--- src/rtl/sdrs_pkg.sv ---
package sdrs_pkg;

    localparam int DAY_W   = 5;
    localparam int MONTH_W = 4;
    localparam int YEAR_W  = 14;
    localparam int TAG_W   = 16;
    localparam int KEY_W   = 22;
    // Width of an unsaturated key: 16383 * 365 plus the small terms stays below 2**23.
    localparam int SUM_W   = 23;

    localparam logic [KEY_W-1:0] KEY_MAX = {KEY_W{1'b1}};

    typedef struct packed {
        logic [TAG_W-1:0]   tag;
        logic [DAY_W-1:0]   day;
        logic [MONTH_W-1:0] month;
        logic [YEAR_W-1:0]  year;
    } rec_t;

    typedef struct packed {
        logic [KEY_W-1:0] key;
        rec_t             rec;
    } entry_t;

    typedef enum logic [2:0] {
        ST_IDLE,
        ST_KEY,
        ST_RD,
        ST_CMP,
        ST_PUT,
        ST_DRD,
        ST_DLOAD,
        ST_DWAIT
    } state_t;

    // Days before the first of month m in a common year. Month zero adds nothing,
    // months above twelve add the whole year.
    function automatic logic [8:0] month_start(input logic [MONTH_W-1:0] m);
        logic [8:0] d;
        case (m)
            4'd0, 4'd1: d = 9'd0;
            4'd2:       d = 9'd31;
            4'd3:       d = 9'd59;
            4'd4:       d = 9'd90;
            4'd5:       d = 9'd120;
            4'd6:       d = 9'd151;
            4'd7:       d = 9'd181;
            4'd8:       d = 9'd212;
            4'd9:       d = 9'd243;
            4'd10:      d = 9'd273;
            4'd11:      d = 9'd304;
            4'd12:      d = 9'd334;
            default:    d = 9'd365;
        endcase
        return d;
    endfunction

endpackage

--- src/rtl/sdrs_key.sv ---
module sdrs_key
    import sdrs_pkg::*;
(
    input  logic               aclk,
    input  logic               aresetn,
    input  logic               in_valid,
    input  logic [DAY_W-1:0]   day,
    input  logic [MONTH_W-1:0] month,
    input  logic [YEAR_W-1:0]  year,
    output logic               out_valid,
    output logic [KEY_W-1:0]   key
);

    // Stage 1: the two multiplications. year / 100 is (year / 4) / 25, taken as
    // (year / 4) * 5243 >> 17, which is exact for every 12-bit quotient.
    logic [2:0]         valid_reg;
    logic [SUM_W-1:0]   p365_reg;
    logic [24:0]        p25_reg;
    logic [YEAR_W-1:0]  year_reg;
    logic [DAY_W-1:0]   day_reg;
    logic [MONTH_W-1:0] month_reg;

    // Stage 2: quotient by 100, leap flag and the positive partial sum.
    logic [7:0]         q100_reg;
    logic               leap_add_reg;
    logic [SUM_W-1:0]   partial_reg;

    logic [KEY_W-1:0]   key_reg;

    logic [7:0]         q100;
    logic [14:0]        back100;
    logic               leap;
    logic [SUM_W-1:0]   partial;
    logic [SUM_W-1:0]   sum;

    assign q100    = p25_reg[24:17];
    assign back100 = q100 * 15'd100;
    assign leap    = (year_reg[1:0] == 2'b00) &&
                     ((back100 != {1'b0, year_reg}) || (q100[1:0] == 2'b00));
    assign partial = p365_reg + SUM_W'(year_reg[YEAR_W-1:2]) + SUM_W'(1)
                   + SUM_W'(month_start(month_reg)) + SUM_W'(day_reg);
    assign sum     = partial_reg - SUM_W'(q100_reg) + SUM_W'(q100_reg[7:2])
                   + SUM_W'(leap_add_reg);

    always_ff @(posedge aclk) begin
        if (!aresetn) begin
            valid_reg <= '0;
        end else begin
            valid_reg <= {valid_reg[1:0], in_valid};
        end
    end

    always_ff @(posedge aclk) begin
        p365_reg     <= SUM_W'(year) * SUM_W'(365);
        p25_reg      <= year[YEAR_W-1:2] * 13'd5243;
        year_reg     <= year;
        day_reg      <= day;
        month_reg    <= month;
        q100_reg     <= q100;
        leap_add_reg <= leap && (month_reg > 4'd2);
        partial_reg  <= partial;
        key_reg      <= (sum > SUM_W'(KEY_MAX)) ? KEY_MAX : sum[KEY_W-1:0];
    end

    assign out_valid = valid_reg[2];
    assign key       = key_reg;

endmodule

--- config.mk ---
export PLATFORM = sky130hd
export DESIGN_NAME = sdrs_key
export DESIGN_NICKNAME = d
export VERILOG_FILES = /design/src/rtl/sdrs_pkg.sv /design/src/rtl/sdrs_key.sv
export SDC_FILE = /design/constraint.sdc
export NUM_CORES = 1
export LEC_CHECK = 0
export BUFFER_PORTS_ARGS = -buffer_cell sky130_fd_sc_hd__buf_2
export CAP_MARGIN = 15
export CORE_ASPECT_RATIO = 1.5
export CORE_MARGIN = 8
export CORE_UTILIZATION = 60
export DETAILED_ROUTE_END_ITERATION = 10
export GPL_ROUTABILITY_DRIVEN = 0
export PLACE_DENSITY = 0.85
export SYNTH_ARGS = -nofsm -noshare
export SYNTH_HDL_FRONTEND = slang
export SYNTH_SLANG_ARGS = --single-unit
--- constraint.sdc ---
create_clock -name aclk -period 6.58 [get_ports aclk]
set_input_delay 0.658 -clock aclk [delete_from_list [all_inputs] [get_ports aclk]]
set_output_delay 0.658 -clock aclk [all_outputs]
set_load 0.02 [all_outputs]
# After elaboration in Yosys (flattened, before gate mapping)
# Memory sizes are Yosys's and may differ from the RTL's. A register that Yosys moved wholly into a read port is not among the register bits.
# Index checks and enable logic that the tools add are counted.
dict set report totals {
  ff_bits 128
  latch_bits 0
  ram_bits 0
  mem_bits_ro 144
  inputBits 26
  output_inout_bits 23
  elab_cells 29
  memories 1
}
# memory words word_bits rd rd_clocked_by_memory_dff write_ports line
set memory_table {}
lappend memory_table {{(name not given)} 16 9 1 1 0 sdrs_pkg.sv:40} ;# case (m)
dict set report classes {
  add_sub_neg 7
  multipliers 3
  n_div 0
  magnitude_cmp 2
  n_eq_ne 1
  shifts 0
  muxes 0
  bitwise 0
  reduce_logical 5
}
# operator n
set ops {}
lappend ops {{multiplier 12 x 13 -> 25 bit (second input constant)} 1}
lappend ops {{adder 23 x 1 -> 23 bit} 1}
lappend ops {{adder 23 x 1 -> 23 bit (second input constant)} 1}
lappend ops {{adder 23 x 12 -> 23 bit} 1}
lappend ops {{adder 23 x 5 -> 23 bit} 1}
lappend ops {{adder 23 x 6 -> 23 bit} 1}
lappend ops {{adder 23 x 9 -> 23 bit} 1}
lappend ops {{> comparator 23 x 22 -> 1 bit (second input constant)} 1}
lappend ops {{multiplier 14 x 9 -> 23 bit (second input constant)} 1}
lappend ops {{subtractor 23 x 8 -> 23 bit} 1}
lappend ops {{inequality test 15 x 14 -> 1 bit} 1}
lappend ops {{multiplier 8 x 5 -> 13 bit (second input constant)} 1}
lappend ops {{> comparator 4 x 2 -> 1 bit (second input constant)} 1}
lappend ops {{zero test 2 bit} 2}
lappend ops {{logical AND 1 bit} 2}
lappend ops {{logical OR 1 bit} 1}

# Logic depth before layout (Yosys ltp)
dict set report logic_depth {
  ltp_word 5
  depth_mapped 19
  ltp_nobuf 19
}

# Worst setup path after synthesis
# OpenSTA, ideal clock, no wires.
dict set report synth_timing {
  path_type {input-to-reg}
  from {in year[8]}
  to {reg p25_reg[24]}
  setup_time_ns 0.072
  arrival_ns 4.834
  t_required_ns 6.508
  slack_ns 1.674
  path_stages 17
  path_buffers 0
  path_cell_list {inv_1 fa_1 fa_1 fa_1 inv_1 fa_1 inv_1 fa_1 inv_1 ha_1 a21o_1 a21o_1 a21o_1 a31oi_1 o221ai_1 a31oi_1 xnor2_1}
}
dict set report synth_via {
  elab_chain_len 1
}
# element line
set synth_rtl {}
lappend synth_rtl {{from (decl)} sdrs_key.sv:9} ;# input logic [YEAR_W-1:0] year,
lappend synth_rtl {{multiplier 12 x 13 -> 25 bit} sdrs_key.sv:55} ;# p25_reg <= year[YEAR_W-1:2] * 13'd5243;
lappend synth_rtl {{to (signal assigned)} sdrs_key.sv:55}
lappend synth_rtl {{to (decl)} sdrs_key.sv:18} ;# logic [24:0] p25_reg;
# No other way between the ends.
# A chain may end at the register's enable or synchronous reset.

# Final worst setup path
dict set report layout_timing {
  from {in year[5]}
  to {reg p25_reg[24]}
}
# The elaborated chain is that of the path after synthesis.

==> impl_metrics.tcl <==
set metrics [dict create \
    first_iter_violations 536 \
    clkLatencyLatePin_ns 0.42 \
    synth_cell_types 56 \
    required_ns 6.92 \
    drive_gt1_share_pct 7.81 \
    ys_ff_latch 118 \
    ys_warn_count 0 \
    cts.root.buffer_cell "clkbuf_16" \
    core_area_um2 18300 \
    drv_slew 0 \
    worstPathCellList "buf_2 -> inv_1 -> fa_1 -> inv_1 -> fa_1 -> ha_1 -> inv_1 -> fa_1 -> fa_1 -> inv_1 -> ha_1 -> a211o_1 -> and3_1 -> a211oi_1 -> o221ai_1 -> a31oi_1 -> xnor2_1" \
    ys_seq_area_share_pct 21.4 \
    hpwlAfterDp_um 19200 \
    grt_max_degree 23 \
    regToRegSetupSlack_ns 2.76 \
    wire_per_inst_um 16.8 \
    gr-total-overflow 0 \
    path_buf_inv 5 \
    synth_area_um2 11000 \
    path_clk_slew_ns 0.06 \
    arrival_ns 5.36 \
    hold_viol 0 \
    syn_inst 1136 \
    fin_setup_tns_ns 0 \
    numCtsBuffers 17 \
    syn_nets 1484 \
    setup_viol 0 \
    antenna_found_initial 0 \
    synth_ff_type "dfxtp_1" \
    fmax_ghz 0.199 \
    cp_top_family "adder cells" \
    min_path_type "input port to register" \
    syn_area_per_cell_um2 9.72 \
    vias_per_cell 5.63 \
    holdWs_ns 0.336 \
    fin_crit_sh_pct 76.3 \
    grt_pass1_vias 8427 \
    pin_count 49 \
    initial_utilization_pct 60.3 \
    grt_pass1_wl_um 38900 \
    start_kind "input port" \
    die_height_um 182 \
    cp_max_fo 7 \
    worst_pin_slew_ns 0.638 \
    layout_commonest_cell "inv_1" \
    slew_headroom_pct 57.1 \
    slowest_stage "fa_1" \
    crit_type "input port to register" \
    crit_path_end_kind "register" \
    tritoncts "built" \
    nNetsFinal 1540 \
    layout_common_cells "242 x inv_1, 210 x ha_1, 118 x dfxtp_1" \
    min_period_ns 5.02 \
    dieWidth_um 127 \
    cts_buffer_depth 2 \
    async_flop_share_pct 0 \
    h-tree-depth 4 \
    wl_um 23900 \
    clock_skew_ns 0.0162 \
    num_antenna_cells 0 \
    synth_edf_count 0 \
    hold_buffers 0 \
    drc_errors 0 \
    largest_register_ffs 23 \
    postRouteAntennaNets 0 \
    cts_setup_buffers 0 \
    std_cell_rows 61 \
    max_stage_delay_ns 0.59 \
    grt_usage_pct 21.2 \
    drt-pass1-iter-count 5 \
    status "complete, no violations" \
    area_growth_pct 10.0 \
    cap_violations 0 \
    rsz0062_at_grt "false" \
    ctsResizeCount 0 \
    vias 8023 \
    dieArea_um2 23100 \
    cts.sinks 118 \
    io_buffers 48 \
]
## metrics by stage
step           area (um^2)  std cells  setup WS (ns)  utilization (%)
2_1_floorplan        11000       1136           1.67                -
3_3_place_gp         11500       1393           1.31             62.9
3_5_place_dp         11500       1393           1.21             62.9
4_1_cts              12200       1424           1.62             66.3
5_1_grt              12200       1424           1.40             66.3
6_report             12200       1424           1.56             66.3
## synth_stat cells, drive strengths merged (4+ instances only)
| cell | n | share of area (%) |
|---|---|---|
| nor3 | 16 | 0.72 |
| xor2 | 25 | 2.0 |
| o21bai | 7 | 0.48 |
| mux2i | 5 | 0.45 |
| fa | 112 | 20 |
| xnor2 | 47 | 3.7 |
| o31ai | 5 | 0.34 |
| or2 | 5 | 0.28 |
| inv | 242 | 8.2 |
| ha | 210 | 24 |
| nor2b | 11 | 0.62 |
| o31a | 5 | 0.40 |
| o22ai | 5 | 0.28 |
| dfxtp | 118 | 21 |
| o21a | 23 | 1.6 |
| and2 | 4 | 0.23 |
| clkbuf | 9 | 0.31 |
| nand2 | 35 | 1.2 |
| nand2b | 8 | 0.45 |
| and3 | 11 | 0.62 |
| a21oi | 47 | 2.2 |
| nand4 | 5 | 0.28 |
| a21o | 21 | 1.4 |
| a211oi | 12 | 0.82 |
| nor2 | 39 | 1.3 |
| o21ai | 45 | 2.0 |
| a21boi | 4 | 0.31 |
| nand3 | 14 | 0.63 |
## routing by layer
| layer | vias to the layer above | GRT usage (%) | wire (um) |
|---|---|---|---|
| li1 | 3868 | - | - |
| met2 | 214 | 40.2 | 12800 |
| met3 | 86 | 3.39 | 957 |
| met4 | 0 | 12.5 | 1230 |
| met1 | 3855 | 21.2 | 8960 |
| met5 | - | 0 | 0 |
## final timing paths
kind                                  end  cells after the start            startpoint
setup reg to reg     leap_add_reg$_DFF_P_                     11   p25_reg[19]$_DFF_P_
hold reg to reg   partial_reg[22]$_DFF_P_                      1  p365_reg[22]$_DFF_P_
setup / recovery      p25_reg[24]$_DFF_P_                     17               year[5]
hold / removal         day_reg[0]$_DFF_P_                      1                day[0]
## cell families after synthesis
logic type,synth area share (%)
flip-flops,21.4
multiplexers,0.861
buffers and inverters,8.65
AND/OR/NAND/NOR,7.40
XOR/XNOR,5.71
adder cells (fa/ha/maj),44.1
AO/OA/AOI/OAI,11.9
## worst reg2reg max path: cells and delay by family (launching register included)
family / cells / cell delay, ns
AO/OA/AOI/OAI: 5 / 1.45
XOR/XNOR: 1 / 0.18
adder cells (fa/ha/maj): 4 / 1.43
flip-flops: 1 / 0.47
AND/OR/NAND/NOR: 1 / 0.17
## final cells by class
class                      instances  area (um^2)
fill                            1335         6160
timing repair buffer              49          248
clock inverter                    11          174
sequential                       118         2360
clock buffer                      20          457
tap                              220          275
inverter                         242          908
multi-input combinational        764         7730
Power is left out: the tool's default activity adds up to more than one toggle a clock period on the data nets, which glitch-free logic cannot reach.
