<file path="src/rtl/sdrs_ram.sv">
module sdrs_ram #(
    parameter int WIDTH = 8,
    parameter int DEPTH = 16
) (
    input  logic                     clk,
    input  logic                     we,
    input  logic [$clog2(DEPTH)-1:0] waddr,
    input  logic [WIDTH-1:0]         wdata,
    input  logic [$clog2(DEPTH)-1:0] raddr,
    output logic [WIDTH-1:0]         rdata
);

    logic [WIDTH-1:0] mem [DEPTH];

    always_ff @(posedge clk) begin
        if (we) begin
            mem[waddr] <= wdata;
        end
        rdata <= mem[raddr];
    end

endmodule

</file>
<file path="config.mk">
export PLATFORM = sky130hd
export DESIGN_NAME = sdrs_ram
export DESIGN_NICKNAME = d
export VERILOG_FILES = /design/src/rtl/sdrs_ram.sv
export SDC_FILE = /design/constraint.sdc
export NUM_CORES = 1
export LEC_CHECK = 0
export BUFFER_PORTS_ARGS = -buffer_cell sky130_fd_sc_hd__clkbuf_2
export CAP_MARGIN = 15
export CORE_MARGIN = 1.5
export CORE_UTILIZATION = 25
export CTS_CLUSTER_SIZE = 8
export DETAILED_ROUTE_END_ITERATION = 8
export PLACE_DENSITY = 0.49
export SLEW_MARGIN = 10
export SYNTH_ARGS = -nofsm -noshare
export SYNTH_HDL_FRONTEND = slang
export SYNTH_SLANG_ARGS = --single-unit
export TNS_END_PERCENT = 5
</file>
<file path="constraint.sdc">
create_clock -name clk -period 4 [get_ports clk]
set_input_delay 0 -clock clk [delete_from_list [all_inputs] [get_ports clk]]
set_output_delay 0 -clock clk [all_outputs]
set_load 0.005 [all_outputs]
</file>
== Yosys cells after proc, flatten, opt, wreduce, memory -nomap -nowiden ==
Memories as Yosys holds them, arrays and structs flattened. A register that Yosys moved wholly into a read port is not among the register bits.
Cells that the tools add are included.
Word-level totals
  bits in registers: 0
  memory bits (writable): 128
  input port bits: 18
  output and inout bits: 8
  word-level logic and storage cells: 3
  memories: 1
Cells by class
  mux-type cells: 2
Memory list
  mem: words 16, width 8, read ports 1, clocked after memory_dff 1, wr ports 1, line 13  | logic [WIDTH-1:0] mem [DEPTH];
Operator list (count)
  two-way mux 1 bit: 2

== Depth between registers and ports, before layout ==
Gate-level depths: netlist (run 1).
  depth after elaboration: 2
  mapped depth: 5
  depth with buffers taken out: 3

== Least setup slack after synthesis (run 1) ==
OpenSTA, ideal clock, no wires.
  kind: in2reg
  start point: input waddr[2]
  end point: memory mem[0][0] (enable)
  library setup time: 0.383 ns
  data arrival time: 1.110 ns
  required time: 3.617 ns
  setup slack: 2.507 ns
  stages: 2
  buffers on the path: 0
  cells stage by stage: or3b_2 > nor3_1
RTL lines
  start, declared: line 7  | input logic [$clog2(DEPTH)-1:0] waddr,
  end, declared: line 13
No word-level cell before the write port.

==> flow_summary.json, run 1 <==
{
  "synth-edff-count": 128,
  "period_share_pct": 41.51,
  "dieArea_mm2": 0.02146,
  "rsz0062_at_grt": "no",
  "synth_warnings": 0,
  "grt_use_total_pct": 11.07,
  "timing.fmax_mhz": 602.2,
  "cts-htree-levels": 4,
  "final_util_pct": 30.44,
  "synthCells": 229,
  "holdPathStages": 1,
  "ios": 26,
  "dp_cells": 518,
  "syn_area_mm2": 0.005147,
  "power_density_mw_per_mm2": 538.8,
  "row_count": 52,
  "cts_hold_buf": 0,
  "fp.coreArea_mm2": 0.02023,
  "port_buffers": 25,
  "status": "finished clean",
  "cts_made_buffers": 17,
  "worst-path-buf-inv": 2,
  "setup.worst_path.start": "raddr[0]",
  "vias": 2384,
  "min_to": "mem[4][7]",
  "place.detailed.hpwl_um": 6892,
  "cts_root_buf": "clkbuf_16",
  "max_slew_margin_pct": 29.63,
  "synth.avg_cell_area_um2": 22.48,
  "leakage_nw": 2.006,
  "chipWidth_um": 146.5,
  "critPathMaxFanout": 24,
  "antenna_found_initial": 0,
  "mostFrequentLayoutCells": "128 x edfxtp_1, 25 x clkbuf_2, 18 x mux4_2",
  "maxCapViolCount": 0,
  "fin_nets": 285,
  "route.detailed.drc": 0,
  "clock-sinks": 136,
  "clk_latency_ps": 410,
  "ys_top_cells_by_area": "edfxtp_1 75%, mux4_2 7.9%, mux4_1 7.1%",
  "tightest_slew_ps": 1052,
  "drive_above_1_share_pct": 28.67,
  "worstPathCellList": "clkbuf_2 -> buf_4 -> mux4_1 -> a22oi_1 -> nand2_1",
  "fin_area_mm2": 0.006160,
  "ys_seq_area_share_pct": 77.78,
  "final_hold_viol_count": 0,
  "clkPwrFrac_pct": 47.4,
  "die_y_um": 146.5,
  "pre_cts_ws_ps": 1811,
  "rrSetupSlack_ps": 2600,
  "crit_slowest_cell": "clkbuf_2",
  "first_pass_iters": 4,
  "path_delay_family": "buffers and inverters",
  "internal_power_w": 0.002632,
  "clk_pin_slew_ps": 60,
  "synthArstFlopShare_pct": 0,
  "post_cts_resized": 0,
  "synth.distinct_cells": 19,
  "areaGrowthSynthToFinish_pct": 19.66,
  "place_congestion": 0.7015,
  "p_comb_share_pct": 4.3,
  "fin_ws_ps": 2339,
  "p_switching_w": 0.0006875,
  "first_iter_violations": 207,
  "cp-end-kind": "flip-flop",
  "postCtsSetupBuffers": 0,
  "antenna_cells": 0,
  "place_area_mm2": 0.005559,
  "cts_buffer_depth": 2,
  "seq_power_share_pct": 48.3,
  "min_from": "wdata[7]",
  "grt_overflow": 0,
  "r2r_end": "rdata[6]",
  "instances_no_fill": 549,
  "synth_largest_area_cell": "edfxtp_1",
  "via_per_inst": 4.342,
  "finalCriticalPeriod_ps": 1661,
  "yosys_most_used_dff": "edfxtp_1",
  "skew_ps": 7.775,
  "ant_nets": 0,
  "routed_wirelength_um": 10900,
  "setup_tns_ps": 0,
  "drv_slew": 0,
  "vdd_drop_max_v": 0.0003064,
  "reg2reg_from": "mem[3][6]",
  "setup-violations-final": 0,
  "cts_tree": "yes",
  "slowest_delay_ps": 690,
  "worstSetupPathType": "in2reg",
  "start_util_pct": 25.44,
  "swShare_pct": 20.71,
  "rr_worst_depth": 3,
  "wire_per_inst_um": 19.86,
  "worst_setup_path_start_kind": "input pin",
  "cp.arrival_ps": 1960,
  "grt_pass1_wl_um": 16590,
  "synth_top_area_share_pct": 74.67,
  "grt_pass1_vias": 2550,
  "cp.required_ps": 4300,
  "hp-class": "in2reg",
  "grt_max_degree": 33,
  "final_common_cell": "edfxtp_1",
  "syn-num-nets": 247,
  "synth-seq-cells": 136
}
[stage by stage]
| step | power (W) | hold WS, ps |
|---|---|---|
| finish | 0.003319 | 10.73 |
| global route | 0.003422 | 36.20 |
| CTS | 0.003356 | 11.49 |
| detailed placement | 0.001780 | 377.9 |
| global placement | 0.001777 | 384.8 |
| floorplan | 0.001711 | 98.87 |
[cells in the mapped netlist, types with 2 or more instances]
master	instances
buf_6	3
nand3b_1	2
clkdlybuf4s25_2	3
mux4_1	14
buf_2	3
a22oi_1	16
dfxtp_1	8
nor2_1	13
nor3_1	4
mux4_2	18
nand2_1	9
edfxtp_1	128
nand2b_1	2
[cell families (layout without fill, tap and decap cells)]
family,count (synthesis),count (layout),share of synthesized area [%]
AO/OA/AOI/OAI,16,16,2.334
flip-flops,136,136,77.78
buffers and inverters,10,60,1.677
multiplexers,32,32,15.02
AND/OR/NAND/NOR,35,35,3.184
[power groups by stage]
stage | sequential [W] | combinational [W] | clock [W]
6_report | 0.00160 | 0.000141 | 0.00157
3_5_place_dp | 0.00164 | 0.000145 | 0
3_3_place_gp | 0.00163 | 0.000142 | 0
4_1_cts | 0.00161 | 0.000146 | 0.00161
5_1_grt | 0.00161 | 0.000156 | 0.00166
2_1_floorplan | 0.00163 | 0.0000809 | 0
[area by class of cell]
cell class	count	area [um^2]
fill	1943	14070
sequential	136	4004
multi-input combinational	83	1062
clock buffer	17	425.4
tap	270	337.8
clock inverter	14	175.2
timing repair buffer	29	155.1
[worst max path at each step]
stage / slack [ps] / depth (start not counted) / end
after detailed placement: 1810 / 5 / rdata[3]
after floorplan: 2510 / 2 / mem[0][0]
after global routing: 2150 / 5 / rdata[5]
final: 2340 / 5 / rdata[3]
after global placement: 1820 / 5 / rdata[3]
after CTS: 2250 / 5 / rdata[3]
[state kept, by name (all words and copies together) (netlist names)]
name   count
rdata      8
mem      128
[metal layers]
layer	routed length [um]	vias to the layer above	track usage (%)
li1	-	1056	-
met1	4833	1255	14.27
met2	5336	59	17.27
met3	535	14	3.000
met4	198	0	5.404
met5	0	-	0
Note: power is estimated with default switching activity, not from simulation.
==> run 2, diff against run 1 <==
PLACE_DENSITY = 0.51   (was 0.49)
clock period = 1.5 ns   (was 4 ns; I/O delays follow)
==> flow_summary.json, run 2 (synthesized netlist as in run 1, its figures left out) <==
{
  "grt_overflow": 0,
  "power_density_mw_per_mm2": 1404,
  "min_from": "wdata[4]",
  "dp_cells": 539,
  "cp.arrival_ps": 1620,
  "route.detailed.drc": 0,
  "cts_buffer_depth": 2,
  "rr_worst_depth": 3,
  "place.detailed.hpwl_um": 7206,
  "place_area_mm2": 0.005749,
  "cts_root_buf": "clkbuf_16",
  "place_congestion": 0.6758,
  "fin_nets": 306,
  "p_switching_w": 0.001766,
  "clock-sinks": 136,
  "max_slew_margin_pct": 41.99,
  "timing.fmax_mhz": 738.1,
  "first_iter_violations": 240,
  "grt_use_total_pct": 11.05,
  "hp-class": "in2reg",
  "rsz0062_at_grt": "no",
  "critPathMaxFanout": 1,
  "instances_no_fill": 571,
  "fp.coreArea_mm2": 0.02023,
  "clk_pin_slew_ps": 60,
  "row_count": 52,
  "path_delay_family": "multiplexers",
  "status": "finished clean",
  "cp-end-kind": "flip-flop",
  "cts_hold_buf": 0,
  "antenna_found_initial": 0,
  "start_util_pct": 25.44,
  "post_cts_resized": 0,
  "period_share_pct": 90.32,
  "largest_reg_flops": 128,
  "final_common_cell": "edfxtp_1",
  "clkPwrFrac_pct": 47.4,
  "wire_per_inst_um": 19.43,
  "crit_slowest_cell": "mux4_2",
  "setup.worst_path.start": "mem[6][7]",
  "grt_max_degree": 33,
  "mostFrequentLayoutCells": "128 x edfxtp_1, 25 x clkbuf_2, 22 x buf_4",
  "die_y_um": 146.5,
  "worst-path-buf-inv": 0,
  "p_comb_share_pct": 4.7,
  "reg_top3": "mem (128), rdata (8)",
  "cp.required_ps": 1770,
  "chipWidth_um": 146.5,
  "port_buffers": 25,
  "maxCapViolCount": 0,
  "worstPathCellList": "mux4_2 -> a22oi_1 -> nand2_1",
  "postCtsSetupBuffers": 0,
  "setup-violations-final": 0,
  "via_per_inst": 4.313,
  "ant_nets": 0,
  "routed_wirelength_um": 11090,
  "skew_ps": 9.016,
  "clk_latency_ps": 410,
  "seq_power_share_pct": 47.9,
  "cts-htree-levels": 4,
  "ios": 26,
  "finalCriticalPeriod_ps": 1355,
  "drv_slew": 0,
  "reg2reg_from": "mem[6][7]",
  "dieArea_mm2": 0.02146,
  "swShare_pct": 19.76,
  "tightest_slew_ps": 868.3,
  "first_pass_iters": 4,
  "rrSetupSlack_ps": 150,
  "r2r_end": "rdata[7]",
  "path_depth": 3,
  "crit_end": "rdata[7]",
  "whs_ps": 20.84,
  "cts_tree": "yes",
  "worstSetupPathType": "reg2reg",
  "fin_area_mm2": 0.006365,
  "grt_pass1_wl_um": 16750,
  "final_hold_viol_count": 0,
  "antenna_cells": 0,
  "grt_pass1_vias": 2659,
  "vdd_drop_max_v": 0.0007553,
  "drive_above_1_share_pct": 33.55,
  "areaGrowthSynthToFinish_pct": 23.65,
  "internal_power_w": 0.007168,
  "slowest_delay_ps": 500,
  "vias": 2463,
  "cts_made_buffers": 17,
  "leakage_nw": 2.136,
  "largest_register": "mem",
  "worst_setup_path_start_kind": "flip-flop"
}
run 2: area by class of cell:
type / instances / area [um^2]
fill: 1923 / 13870
sequential: 136 / 4004
multi-input combinational: 83 / 1057
clock buffer: 20 / 466.7
timing repair buffer: 50 / 350.3
tap: 270 / 337.8
clock inverter: 12 / 148.9
run 2: metrics by stage:
step | util (%) | power [W] | TNS (ps) | worst slack [ps]
floorplan | - | 0.004563 | 0 | 7.126
global placement | 28.41 | 0.004779 | -21.65 | -20.90
detailed placement | 28.41 | 0.004787 | 0 | 4.634
CTS | 31.46 | 0.009025 | 0 | 137.3
global route | 31.46 | 0.009231 | 0 | 51.13
finish | 31.46 | 0.008934 | 0 | 145.2
run 2: worst min path at each step:
stage | cells past startpoint | end | slack, ps
floorplan | 0 | mem[0][0] | 100
global placement | 1 | rdata[7] | 380
CTS | 1 | mem[12][1] | 20
global route | 1 | mem[6][4] | 30
detailed placement | 1 | rdata[7] | 380
finish | 1 | mem[6][4] | 20
run 2: worst register-to-register path, cell delays in order (launching register included):
cell      delay, ps
edfxtp_1        380
mux4_2          500
a22oi_1         200
nand2_1         140
run 2: power by group through the flow:
| stage | Clock (W) | Sequential [W] | Combinational [W] |
|---|---|---|---|
| CTS | 0.00432 | 0.00428 | 0.000429 |
| global route | 0.00449 | 0.00429 | 0.000459 |
| global placement | 0 | 0.00436 | 0.000422 |
| detailed placement | 0 | 0.00436 | 0.000428 |
| finish | 0.00424 | 0.00428 | 0.000417 |
| floorplan | 0 | 0.00435 | 0.000216 |
run 2: per-layer routing:
| metal | GRT usage [%] | part of all wire, % | vias to the layer above |
|---|---|---|---|
| li1 | - | - | 1091 |
| met1 | 15.02 | 47 | 1315 |
| met2 | 17.01 | 49 | 55 |
| met3 | 3.250 | 3.6 | 2 |
| met4 | 3.535 | 0.28 | 0 |
| met5 | 0 | 0 | - |
